<file path="src/hw/rtl/ssa_pkg.sv">
`default_nettype none
package ssa_pkg;

    localparam int MAC_W    = 48;
    localparam int AP_W     = 6;
    localparam int CLIENT_W = 32;
    localparam int ACT_W    = 2;
    localparam int STAT_W   = 3;
    localparam int LIMIT_W  = 4;
    localparam int CFG_IDX_W = 1;

    localparam logic [ACT_W-1:0] ACT_NONE    = 2'd0;
    localparam logic [ACT_W-1:0] ACT_ENABLE  = 2'd1;
    localparam logic [ACT_W-1:0] ACT_DISABLE = 2'd2;

    localparam logic [STAT_W-1:0] ST_ENABLED      = 3'd0;
    localparam logic [STAT_W-1:0] ST_ALREADY      = 3'd1;
    localparam logic [STAT_W-1:0] ST_ADDED        = 3'd2;
    localparam logic [STAT_W-1:0] ST_REFUSED      = 3'd3;
    localparam logic [STAT_W-1:0] ST_FULL         = 3'd4;
    localparam logic [STAT_W-1:0] ST_STOP_UNKNOWN = 3'd5;
    localparam logic [STAT_W-1:0] ST_STOP_PARTIAL = 3'd6;
    localparam logic [STAT_W-1:0] ST_STOPPED      = 3'd7;

    localparam logic KIND_START = 1'b0;
    localparam logic KIND_STOP  = 1'b1;

    localparam logic [CFG_IDX_W-1:0] CFG_PRIORITY_MASK = 1'd0;
    localparam logic [CFG_IDX_W-1:0] CFG_SLOT_LIMIT    = 1'd1;

    localparam logic [CLIENT_W-1:0] PRIORITY_MASK_RST = 32'd1;
    localparam logic [LIMIT_W-1:0]  SLOT_LIMIT_RST    = 4'd8;

    typedef struct packed {
        logic [MAC_W-1:0]    mac;
        logic [AP_W-1:0]     ap;
        logic [CLIENT_W-1:0] subs;
    } entry_t;

    typedef struct packed {
        logic [ACT_W-1:0]  action;
        logic [AP_W-1:0]   ap;
        logic [MAC_W-1:0]  mac;
        logic [STAT_W-1:0] status;
        logic              last;
    } result_t;

endpackage
`default_nettype wire

</file>
<file path="src/hw/rtl/ssa_ifs.sv">
`default_nettype none
interface ssa_req_if;
    import ssa_pkg::*;
    logic                valid;
    logic                ready;
    logic                kind;
    logic [AP_W-1:0]     req_ap_index;
    logic [MAC_W-1:0]    req_mac;
    logic [CLIENT_W-1:0] client_mask;

    modport source (output valid, kind, req_ap_index, req_mac, client_mask, input ready);
    modport sink (input valid, kind, req_ap_index, req_mac, client_mask, output ready);
endinterface

interface ssa_rsp_if;
    import ssa_pkg::*;
    logic              valid;
    logic              ready;
    logic [ACT_W-1:0]  action;
    logic [AP_W-1:0]   out_ap_index;
    logic [MAC_W-1:0]  out_mac;
    logic [STAT_W-1:0] status;
    logic              last;

    modport source (output valid, action, out_ap_index, out_mac, status, last, input ready);
    modport sink (input valid, action, out_ap_index, out_mac, status, last, output ready);
endinterface
`default_nettype wire

</file>
<file path="src/hw/rtl/ssa_ram.sv">
`default_nettype none
module ssa_ram #(
    parameter int WIDTH = 86,
    parameter int DEPTH = 8
) (
    input  wire logic                                    clk,
    input  wire logic                                    we,
    input  wire logic [(DEPTH > 1 ? $clog2(DEPTH) : 1)-1:0] waddr,
    input  wire logic [WIDTH-1:0]                        wdata,
    input  wire logic [(DEPTH > 1 ? $clog2(DEPTH) : 1)-1:0] raddr,
    output logic      [WIDTH-1:0]                        rdata
);
    logic [WIDTH-1:0] mem [DEPTH];

    always_ff @(posedge clk)
    begin
        if (we)
        begin
            mem[waddr] <= wdata;
        end
        rdata <= mem[raddr];
    end
endmodule
`default_nettype wire

</file>
<file path="src/hw/rtl/sounding_slot_allocator_unit.sv">
// Sounding slot allocator.
// req channel (sink): one start or stop request per item, keyed by station MAC.
// rsp channel (source): one or two result items per request; last marks the
// final one. An eviction gives a disable item (last low) before the enable.
// cfg port: cfg_we/cfg_index/cfg_data write priority_client_mask (index 0) or
// slot_limit (index 1); write only while no request is in flight.
// Each request scans the slot memory, one entry per cycle over its read port,
// then updates at most one entry. The first result is loaded into the output
// register in S_OUT0, after S_SCAN, S_WAIT and S_DECIDE; S_OUT0 waits while
// the receiver stalls an item held there. A new request is taken only in
// S_IDLE, once every result of the previous one has been loaded. The next
// request is taken while the last result still waits in the output register.
// A stalled receiver holds the result; a second result or the next request's
// results wait until the output register drains.
// Reset (rst_n low, async) empties the table and restores the register
// defaults; the memory contents need no clearing, as invalid slots are ignored.
`default_nettype none
module sounding_slot_allocator_unit #(
    parameter int SLOTS = 8
) (
    input  wire logic                          clk,
    input  wire logic                          rst_n,
    ssa_req_if.sink                            req,
    ssa_rsp_if.source                          rsp,
    input  wire logic                          cfg_we,
    input  wire logic [ssa_pkg::CFG_IDX_W-1:0] cfg_index,
    input  wire logic [ssa_pkg::CLIENT_W-1:0]  cfg_data
);
    import ssa_pkg::*;

    localparam int IW   = (SLOTS > 1) ? $clog2(SLOTS) : 1;
    localparam int CW   = $clog2(SLOTS + 1);
    localparam int CMPW = (CW > LIMIT_W) ? CW : LIMIT_W;
    localparam int EW   = $bits(entry_t);

    localparam logic [2:0] S_IDLE   = 3'd0;
    localparam logic [2:0] S_SCAN   = 3'd1;
    localparam logic [2:0] S_WAIT   = 3'd2;
    localparam logic [2:0] S_DECIDE = 3'd3;
    localparam logic [2:0] S_OUT0   = 3'd4;
    localparam logic [2:0] S_OUT1   = 3'd5;

    logic [2:0]          state_reg, state_next;
    logic [IW-1:0]       ctr_reg;
    logic                rd_pend_reg;
    logic [IW-1:0]       rd_idx_reg;
    logic [SLOTS-1:0]    valid_reg, valid_next;
    logic [CW-1:0]       count_reg, count_next;
    logic [CLIENT_W-1:0] pcm_reg;
    logic [LIMIT_W-1:0]  limit_reg;

    logic                kind_reg;
    logic [AP_W-1:0]     ap_reg;
    logic [MAC_W-1:0]    mac_reg;
    logic [CLIENT_W-1:0] cm_reg;

    logic                hit_found_reg, free_found_reg, vic_found_reg;
    logic [IW-1:0]       hit_idx_reg, free_idx_reg, vic_idx_reg;
    entry_t              hit_ent_reg, vic_ent_reg;

    result_t             res0_reg, res1_reg, res0_next, res1_next, out_reg;
    logic                two_reg, two_next;
    logic                out_valid_reg;

    logic                ram_we;
    logic [IW-1:0]       ram_waddr;
    entry_t              ram_wdata, rd_ent;
    logic [EW-1:0]       rd_bits;

    logic                rd_v;
    logic [CMPW-1:0]     lim_eff;
    logic                full;
    logic                out_free;
    logic [IW-1:0]       fr_idx;
    logic                accept;

    ssa_ram #(
        .WIDTH(EW),
        .DEPTH(SLOTS)
    ) u_ram (
        .clk  (clk),
        .we   (ram_we),
        .waddr(ram_waddr),
        .wdata(ram_wdata),
        .raddr(ctr_reg),
        .rdata(rd_bits)
    );

    assign rd_ent   = entry_t'(rd_bits);
    assign rd_v     = valid_reg[rd_idx_reg];
    assign accept   = req.valid && req.ready;
    assign out_free = !out_valid_reg || rsp.ready;

    assign req.ready        = (state_reg == S_IDLE);
    assign rsp.valid        = out_valid_reg;
    assign rsp.action       = out_reg.action;
    assign rsp.out_ap_index = out_reg.ap;
    assign rsp.out_mac      = out_reg.mac;
    assign rsp.status       = out_reg.status;
    assign rsp.last         = out_reg.last;

    assign lim_eff = (CMPW'(limit_reg) > CMPW'(SLOTS)) ? CMPW'(SLOTS) : CMPW'(limit_reg);
    assign full    = CMPW'(count_reg) >= lim_eff;
    assign fr_idx  = (free_found_reg && (free_idx_reg < vic_idx_reg)) ? free_idx_reg
                                                                      : vic_idx_reg;

    // request decision, applied in S_DECIDE
    always_comb
    begin
        valid_next = valid_reg;
        count_next = count_reg;
        ram_we     = 1'b0;
        ram_waddr  = hit_idx_reg;
        ram_wdata  = hit_ent_reg;
        two_next   = 1'b0;
        res0_next  = '{action: ACT_NONE, ap: ap_reg, mac: mac_reg,
                       status: ST_FULL, last: 1'b1};
        res1_next  = '{action: ACT_ENABLE, ap: ap_reg, mac: mac_reg,
                       status: ST_ENABLED, last: 1'b1};
        if (kind_reg == KIND_STOP)
        begin
            if (!hit_found_reg)
            begin
                res0_next.status = ST_STOP_UNKNOWN;
            end
            else if ((hit_ent_reg.subs & ~cm_reg) != '0)
            begin
                ram_we              = 1'b1;
                ram_wdata.subs      = hit_ent_reg.subs & ~cm_reg;
                res0_next.status    = ST_STOP_PARTIAL;
            end
            else
            begin
                res0_next.action       = ACT_DISABLE;
                res0_next.ap           = hit_ent_reg.ap;
                res0_next.mac          = hit_ent_reg.mac;
                res0_next.status       = ST_STOPPED;
                valid_next[hit_idx_reg] = 1'b0;
                if (count_reg != '0)
                begin
                    count_next = count_reg - CW'(1);
                end
            end
        end
        else if (hit_found_reg)
        begin
            if ((hit_ent_reg.subs & cm_reg) != '0)
            begin
                res0_next.status = ST_ALREADY;
            end
            else
            begin
                ram_we           = 1'b1;
                ram_wdata.subs   = hit_ent_reg.subs | cm_reg;
                res0_next.status = ST_ADDED;
            end
        end
        else if (full)
        begin
            if (cm_reg != pcm_reg)
            begin
                res0_next.status = ST_REFUSED;
            end
            else if (vic_found_reg)
            begin
                res0_next.action  = ACT_DISABLE;
                res0_next.ap      = vic_ent_reg.ap;
                res0_next.mac     = vic_ent_reg.mac;
                res0_next.status  = ST_ENABLED;
                res0_next.last    = 1'b0;
                two_next          = 1'b1;
                valid_next[vic_idx_reg] = 1'b0;
                valid_next[fr_idx]      = 1'b1;
                ram_we            = 1'b1;
                ram_waddr         = fr_idx;
                ram_wdata         = '{mac: mac_reg, ap: ap_reg, subs: cm_reg};
                if (count_reg == '0)
                begin
                    count_next = CW'(1);
                end
            end
        end
        else if (free_found_reg)
        begin
            res0_next.action         = ACT_ENABLE;
            res0_next.status         = ST_ENABLED;
            valid_next[free_idx_reg] = 1'b1;
            ram_we                   = 1'b1;
            ram_waddr                = free_idx_reg;
            ram_wdata                = '{mac: mac_reg, ap: ap_reg, subs: cm_reg};
            count_next               = count_reg + CW'(1);
        end
        if (state_reg != S_DECIDE)
        begin
            ram_we = 1'b0;
        end
    end

    always_comb
    begin
        state_next = state_reg;
        case (state_reg)
            S_IDLE:
            begin
                if (accept)
                begin
                    state_next = S_SCAN;
                end
            end
            S_SCAN:
            begin
                if (ctr_reg == IW'(SLOTS - 1))
                begin
                    state_next = S_WAIT;
                end
            end
            S_WAIT:   state_next = S_DECIDE;
            S_DECIDE: state_next = S_OUT0;
            S_OUT0:
            begin
                if (out_free)
                begin
                    state_next = two_reg ? S_OUT1 : S_IDLE;
                end
            end
            S_OUT1:
            begin
                if (out_free)
                begin
                    state_next = S_IDLE;
                end
            end
            default:  state_next = S_IDLE;
        endcase
    end

    always_ff @(posedge clk or negedge rst_n)
    begin
        if (!rst_n)
        begin
            state_reg      <= S_IDLE;
            ctr_reg        <= '0;
            rd_pend_reg    <= 1'b0;
            valid_reg      <= '0;
            count_reg      <= '0;
            pcm_reg        <= PRIORITY_MASK_RST;
            limit_reg      <= SLOT_LIMIT_RST;
            hit_found_reg  <= 1'b0;
            free_found_reg <= 1'b0;
            vic_found_reg  <= 1'b0;
            out_valid_reg  <= 1'b0;
        end
        else
        begin
            state_reg   <= state_next;
            rd_pend_reg <= (state_reg == S_SCAN);
            if (cfg_we && cfg_index == CFG_PRIORITY_MASK)
            begin
                pcm_reg <= cfg_data;
            end
            if (cfg_we && cfg_index == CFG_SLOT_LIMIT)
            begin
                limit_reg <= cfg_data[LIMIT_W-1:0];
            end
            if (accept)
            begin
                ctr_reg        <= '0;
                hit_found_reg  <= 1'b0;
                free_found_reg <= 1'b0;
                vic_found_reg  <= 1'b0;
            end
            else if (state_reg == S_SCAN && ctr_reg != IW'(SLOTS - 1))
            begin
                ctr_reg <= ctr_reg + IW'(1);
            end
            if (rd_pend_reg)
            begin
                if (rd_v && rd_ent.mac == mac_reg && !hit_found_reg)
                begin
                    hit_found_reg <= 1'b1;
                end
                if (!rd_v && !free_found_reg)
                begin
                    free_found_reg <= 1'b1;
                end
                if (rd_v && (rd_ent.subs & ~pcm_reg) != '0 && !vic_found_reg)
                begin
                    vic_found_reg <= 1'b1;
                end
            end
            if (state_reg == S_DECIDE)
            begin
                valid_reg <= valid_next;
                count_reg <= count_next;
            end
            if ((state_reg == S_OUT0 || state_reg == S_OUT1) && out_free)
            begin
                out_valid_reg <= 1'b1;
            end
            else if (rsp.ready)
            begin
                out_valid_reg <= 1'b0;
            end
        end
    end

    always_ff @(posedge clk)
    begin
        rd_idx_reg <= ctr_reg;
        if (accept)
        begin
            kind_reg <= req.kind;
            ap_reg   <= req.req_ap_index;
            mac_reg  <= req.req_mac;
            cm_reg   <= req.client_mask;
        end
        if (rd_pend_reg)
        begin
            if (rd_v && rd_ent.mac == mac_reg && !hit_found_reg)
            begin
                hit_idx_reg <= rd_idx_reg;
                hit_ent_reg <= rd_ent;
            end
            if (!rd_v && !free_found_reg)
            begin
                free_idx_reg <= rd_idx_reg;
            end
            if (rd_v && (rd_ent.subs & ~pcm_reg) != '0 && !vic_found_reg)
            begin
                vic_idx_reg <= rd_idx_reg;
                vic_ent_reg <= rd_ent;
            end
        end
        if (state_reg == S_DECIDE)
        begin
            res0_reg <= res0_next;
            res1_reg <= res1_next;
            two_reg  <= two_next;
        end
        if (state_reg == S_OUT0 && out_free)
        begin
            out_reg <= res0_reg;
        end
        else if (state_reg == S_OUT1 && out_free)
        begin
            out_reg <= res1_reg;
        end
    end
endmodule
`default_nettype wire

</file>
<file path="src/flat_wrapper.sv">
// flat-port wrapper written by rule: the top's interface ports become plain ports
module sounding_slot_allocator_unit_flat import ssa_pkg::*;
#(
    parameter int SLOTS = 8
)
  (clk, rst_n, cfg_we, cfg_index, cfg_data, req_valid, req_kind, req_req_ap_index, req_req_mac, req_client_mask, req_ready, rsp_valid, rsp_action, rsp_out_ap_index, rsp_out_mac, rsp_status, rsp_last, rsp_ready);
  ssa_req_if req_i ();
  ssa_rsp_if rsp_i ();
  input  wire logic clk;
  input  wire logic rst_n;
  input  wire logic cfg_we;
  input  wire logic [ssa_pkg::CFG_IDX_W-1:0] cfg_index;
  input  wire logic [ssa_pkg::CLIENT_W-1:0] cfg_data;
  input wire logic [$bits(req_i.valid)-1:0] req_valid;
  input wire logic [$bits(req_i.kind)-1:0] req_kind;
  input wire logic [$bits(req_i.req_ap_index)-1:0] req_req_ap_index;
  input wire logic [$bits(req_i.req_mac)-1:0] req_req_mac;
  input wire logic [$bits(req_i.client_mask)-1:0] req_client_mask;
  output wire logic [$bits(req_i.ready)-1:0] req_ready;
  output wire logic [$bits(rsp_i.valid)-1:0] rsp_valid;
  output wire logic [$bits(rsp_i.action)-1:0] rsp_action;
  output wire logic [$bits(rsp_i.out_ap_index)-1:0] rsp_out_ap_index;
  output wire logic [$bits(rsp_i.out_mac)-1:0] rsp_out_mac;
  output wire logic [$bits(rsp_i.status)-1:0] rsp_status;
  output wire logic [$bits(rsp_i.last)-1:0] rsp_last;
  input wire logic [$bits(rsp_i.ready)-1:0] rsp_ready;
  assign req_i.valid = req_valid;
  assign req_i.kind = req_kind;
  assign req_i.req_ap_index = req_req_ap_index;
  assign req_i.req_mac = req_req_mac;
  assign req_i.client_mask = req_client_mask;
  assign req_ready = req_i.ready;
  assign rsp_valid = rsp_i.valid;
  assign rsp_action = rsp_i.action;
  assign rsp_out_ap_index = rsp_i.out_ap_index;
  assign rsp_out_mac = rsp_i.out_mac;
  assign rsp_status = rsp_i.status;
  assign rsp_last = rsp_i.last;
  assign rsp_i.ready = rsp_ready;
  sounding_slot_allocator_unit #(.SLOTS(SLOTS)) u_core (.clk(clk), .rst_n(rst_n), .req(req_i), .rsp(rsp_i), .cfg_we(cfg_we), .cfg_index(cfg_index), .cfg_data(cfg_data));
endmodule
</file>
<file path="config.mk">
export PLATFORM = sky130hd
export DESIGN_NAME = sounding_slot_allocator_unit_flat
export DESIGN_NICKNAME = d
export VERILOG_FILES = /design/src/hw/rtl/ssa_pkg.sv /design/src/hw/rtl/ssa_ifs.sv /design/src/hw/rtl/ssa_ram.sv /design/src/hw/rtl/sounding_slot_allocator_unit.sv /design/src/flat_wrapper.sv
export SDC_FILE = /design/constraint.sdc
export NUM_CORES = 2
export LEC_CHECK = 0
export BUFFER_PORTS_ARGS = -buffer_cell sky130_fd_sc_hd__clkbuf_2
export CELL_PAD_IN_SITES_DETAIL_PLACEMENT = 1
export CELL_PAD_IN_SITES_GLOBAL_PLACEMENT = 1
export CORE_MARGIN = 10
export CORE_UTILIZATION = 45
export CTS_BUF_LIST = sky130_fd_sc_hd__clkbuf_4 sky130_fd_sc_hd__clkbuf_8 sky130_fd_sc_hd__clkbuf_16
export DETAILED_ROUTE_END_ITERATION = 10
export GPL_TIMING_DRIVEN = 0
export PLACE_DENSITY_LB_ADDON = 0.1
export SYNTH_ARGS = -nofsm -noshare
export SYNTH_HDL_FRONTEND = slang
export SYNTH_SLANG_ARGS = --single-unit
</file>
<file path="constraint.sdc">
create_clock -name clk -period 15.24 [get_ports clk]
set_input_delay 0 -clock clk [delete_from_list [all_inputs] [get_ports clk]]
set_output_delay 0 -clock clk [all_outputs]
set_load 0.02 [all_outputs]
</file>
==> impl_results.md <==
* F_max at roughly 0.18 GHz
* Leakage power at between 20 and 25 nW
* PostCTS Resize Cnt at 0
* R2r setup slk at between 9 and 10 ns
* Fraction of layout instances using a drive strength above 1 at between 20% and 30%
* DR vias/cell at about 5.6
* Clock root buffer: clkbuf_16
* RSZ-0062 raised after global routing: false
* Minimum clock period at about 5.5 ns
* Delay-heaviest family, CP: simple AND/OR/NAND/NOR gates
* Clk pin slew, worst setup/hold paths at ~0.06 ns
* H-tree lvl count at 4
* Slew Limit Fails at 0
* Async S/R FF share, synth at under 10%
* Total gr overflow at 0
* GRT Total Usage at between 20% and 30%
* DIE AREA at ~0.12 mm²
* Max reg flops at about 690
* Hold Path Depth at 3
* Syn Area/Cell at 18.9 µm²
* Total clock sinks at approximately 1200
* # IOs at roughly 190
* Post-Syn Instances at 2553
* Critical Path Slowest Stage Cell: nor4_1
* MaxCap Viol Count at 0
* Measured slew at the worst slew-check pin at 1.31 ns
* Initial antenna violation count at 1
* Synthesized cell area at around 0.048 mm²
* Largest net degree at the start of global routing at 89
* Sequential cell area fraction in the yosys report at 75.0%
* Pre-CTS setup slack at 9.99 ns
* First-pass GRT wire length at around 200 mm
* WP data arrival at 5.90 ns
* Pwr per Cell Area at around 170 mW/mm²
* Syn-to-layout area delta at 22.6%
* Worst Path Buf+Inv at 7
* Met3 GRT Util at under 10%
* Startpoint types: register
* Final cell count without fillers at roughly 4800
* 1st-pass router iterations at 5
* Warnings from Yosys at 0
* Dominant cell type by area after synthesis: edfxtp_1
* Synth cell types at 64
* Number of synthesized flops with an enable pin at ~1100
* Global placer's final weighted congestion at 0.870
* Fin. Hold Viols at 0
* Syn nets at between 2000 and 3000
* M2 GR Usage at a little under two fifths
* Top cells by area, synth: edfxtp_1, mux4_2, mux2_2, dfxtp_1, mux2i_1
* Fin Clk Skew at 0.0358 ns
* Final wirelength at 133 mm
* Final setup violation count at 0
* Status: finished clean
* Max clock buf depth at 3
* Slew HR at about 13%
* Port buffer count at 186
* CP max FO at 8
* Post-DRT Antenna Nets at 0
* Worst skew pair latency at 0.75 ns
* Dominant synthesized flop cell: edfxtp_1
* Cell row count at between 100 and 150
* Setup ws final at approximately 9.8 ns
* CTS buffer count at approximately 140
* WS Path Type: register to register
* Residual DRC at 0
* Worst path required time at 15.67 ns
* Fill count at approximately 9700
* Core Footprint at 0.107 mm²
* Yosys reg bits at around 1200
* Initial Util at 45.2%
* Die height at 348 µm
* Die W at between 300 and 400 µm
* Critical path's largest stage delay at 0.91 ns
* CP Capture Type: register
* DP Wirelength at between 90 and 100 mm
* WP depth at 14
* Vias in the first global route at about 29000
* CTS tree: done
* Crit path top cell by count: buf_4
* Placed insts at roughly 4300
* Global route hottest layer: met2
* Worst Hold Class: primary input to register
* Worst IR drop on VDD at approximately 0.098 mV
* Met1 usage at roughly 29%
* DR WL/cell at 27.9 µm
* Initial DRC Count at 2224
* Synth top area share at 68.2%
* Nets@finish at ~3400
* Final Cycle Share at between 30% and 40%
* Reg2Reg Depth at 14
* Vias at 26500
* Crit-path cells: a22oi_1 -> nand4_1 -> nor4_1 -> o21ai_0 -> nor2b_1 -> a211o_1 -> nor4_2 -> buf_4 -> buf_4 -> buf_4 -> buf_4 -> buf_4 -> buf_4 -> buf_4
[cells by family (layout without fill, tap and decap cells)]
logic type                 Yosys count  after routing  share of synthesized area [%]
muxes                              515            515                           15.6
buffers and inverters              170            981                           1.44
xor gates and xnor gates            81             81                           1.47
and+or+nand+nor                    366            366                           3.61
other                                0              1                              0
DFF                               1247           1247                           75.0
adders and majority gates           11             11                          0.285
AOI/OAI and AO/OA                  163            163                           2.59
[repair_timing]
action | in CTS | in global routing
hold buffers | 216 | 0
endpoints found under the hold margin | 188 | 0
setup endpoints to repair | 0 | 0
setup buffers | 0 | 0
[layer usage]
metal  vias to the layer above  share of wire (%)
met5                         -                  0
met4                         0                2.0
met3                       172                4.5
met2                       674                 51
met1                     14100                 43
li1                      11500                  -
[metrics by stage]
stage / hold slack (ns) / util, % / cell area, µm² / total power, mW / setup TNS (ns)
5_1_grt: 0.0327 / 55.4 / 59300 / 10.4 / 0
3_5_place_dp: 0.179 / 49.1 / 52500 / 6.70 / 0
3_3_place_gp: 0.178 / 47.7 / 51000 / 6.63 / -5673.34
4_1_cts: 0.0105 / 55.4 / 59300 / 10.1 / 0
2_1_floorplan: -0.296 / - / 48400 / 5.85 / 0
6_report: 0.0432 / 55.4 / 59300 / 9.99 / 0
[cells in the mapped netlist (all sizes together) (20+ instances only)]
library cell / n
xor2: 63
inv: 58
mux2: 175
buf: 44
clkbuf: 67
nor4: 29
dfxtp: 89
nand2: 222
dfrtp: 57
mux2i: 166
o21ai: 23
edfxtp: 1099
nor2: 20
nand2b: 30
a32o: 32
mux4: 174
[layout by cell type (no fill, tap or decap), types with 12 or more instances in the layout]
cell type,count
buf_1,28
nor4_1,18
nor2_1,19
dfrtp_1,57
a22oi_1,17
dfxtp_1,89
nand4_1,12
bufinv_16,12
mux4_2,174
xor2_1,63
dlygate4sd3_1,215
mux2_2,175
edfxtp_1,1099
clkbuf_1,67
clkbuf_4,41
buf_6,18
inv_1,56
a21oi_1,13
o21ai_0,21
a32o_1,32
xnor2_1,18
nand2b_1,30
nand2_1,222
clkinv_2,18
clkbuf_16,141
mux2i_1,166
clkinv_1,19
o22ai_1,14
buf_4,142
clkbuf_2,185
[final timing paths]
kind | endpoint | start
max | u_core.u_ram.mem[2][52] | u_core.cm_reg[6]
min | u_core.pcm_reg[24] | cfg_data[24]
max reg2reg | u_core.u_ram.mem[2][52] | u_core.cm_reg[6]
min reg2reg | u_core.vic_ent_reg[32] | u_core.u_ram.rdata[32]
max in group asynchronous | u_core.valid_reg[6] | rst_n
min in group asynchronous | u_core.pcm_reg[0] | rst_n
[where the power goes]
| part | internal [mW] | total (mW) | switching [mW] | leakage (nW) |
|---|---|---|---|---|
| registers | 4.26 | 4.54 | 0.280 | 11.4 |
| clock network | 2.01 | 3.33 | 1.32 | 2.29 |
| logic | 0.889 | 2.12 | 1.24 | 7.29 |
| total | 7.15 | 9.99 | 2.84 | 21.0 |
[final cells by class]
cell class | instances | area (µm²) | area share (%)
flip-flops and latches | 1247 | 36300 | 61.2
clock buffers | 188 | 3930 | 6.62
clock inverters | 58 | 636 | 1.07
plain buffers | 111 | 477 | 0.804
inverters | 59 | 229 | 0.386
repair buffers | 565 | 4490 | 7.58
multi-input cells | 1136 | 11500 | 19.4
well taps | 1403 | 1760 | 2.96
diodes | 1 | 2.50 | 0.00422
[tightest hold or removal path, stage by stage]
cell	delay (ns)
dlygate4sd3_1	0.53
clkbuf_2	0.09
mux2_2	0.12
No activity file was read; power rests on OpenSTA's default activity.
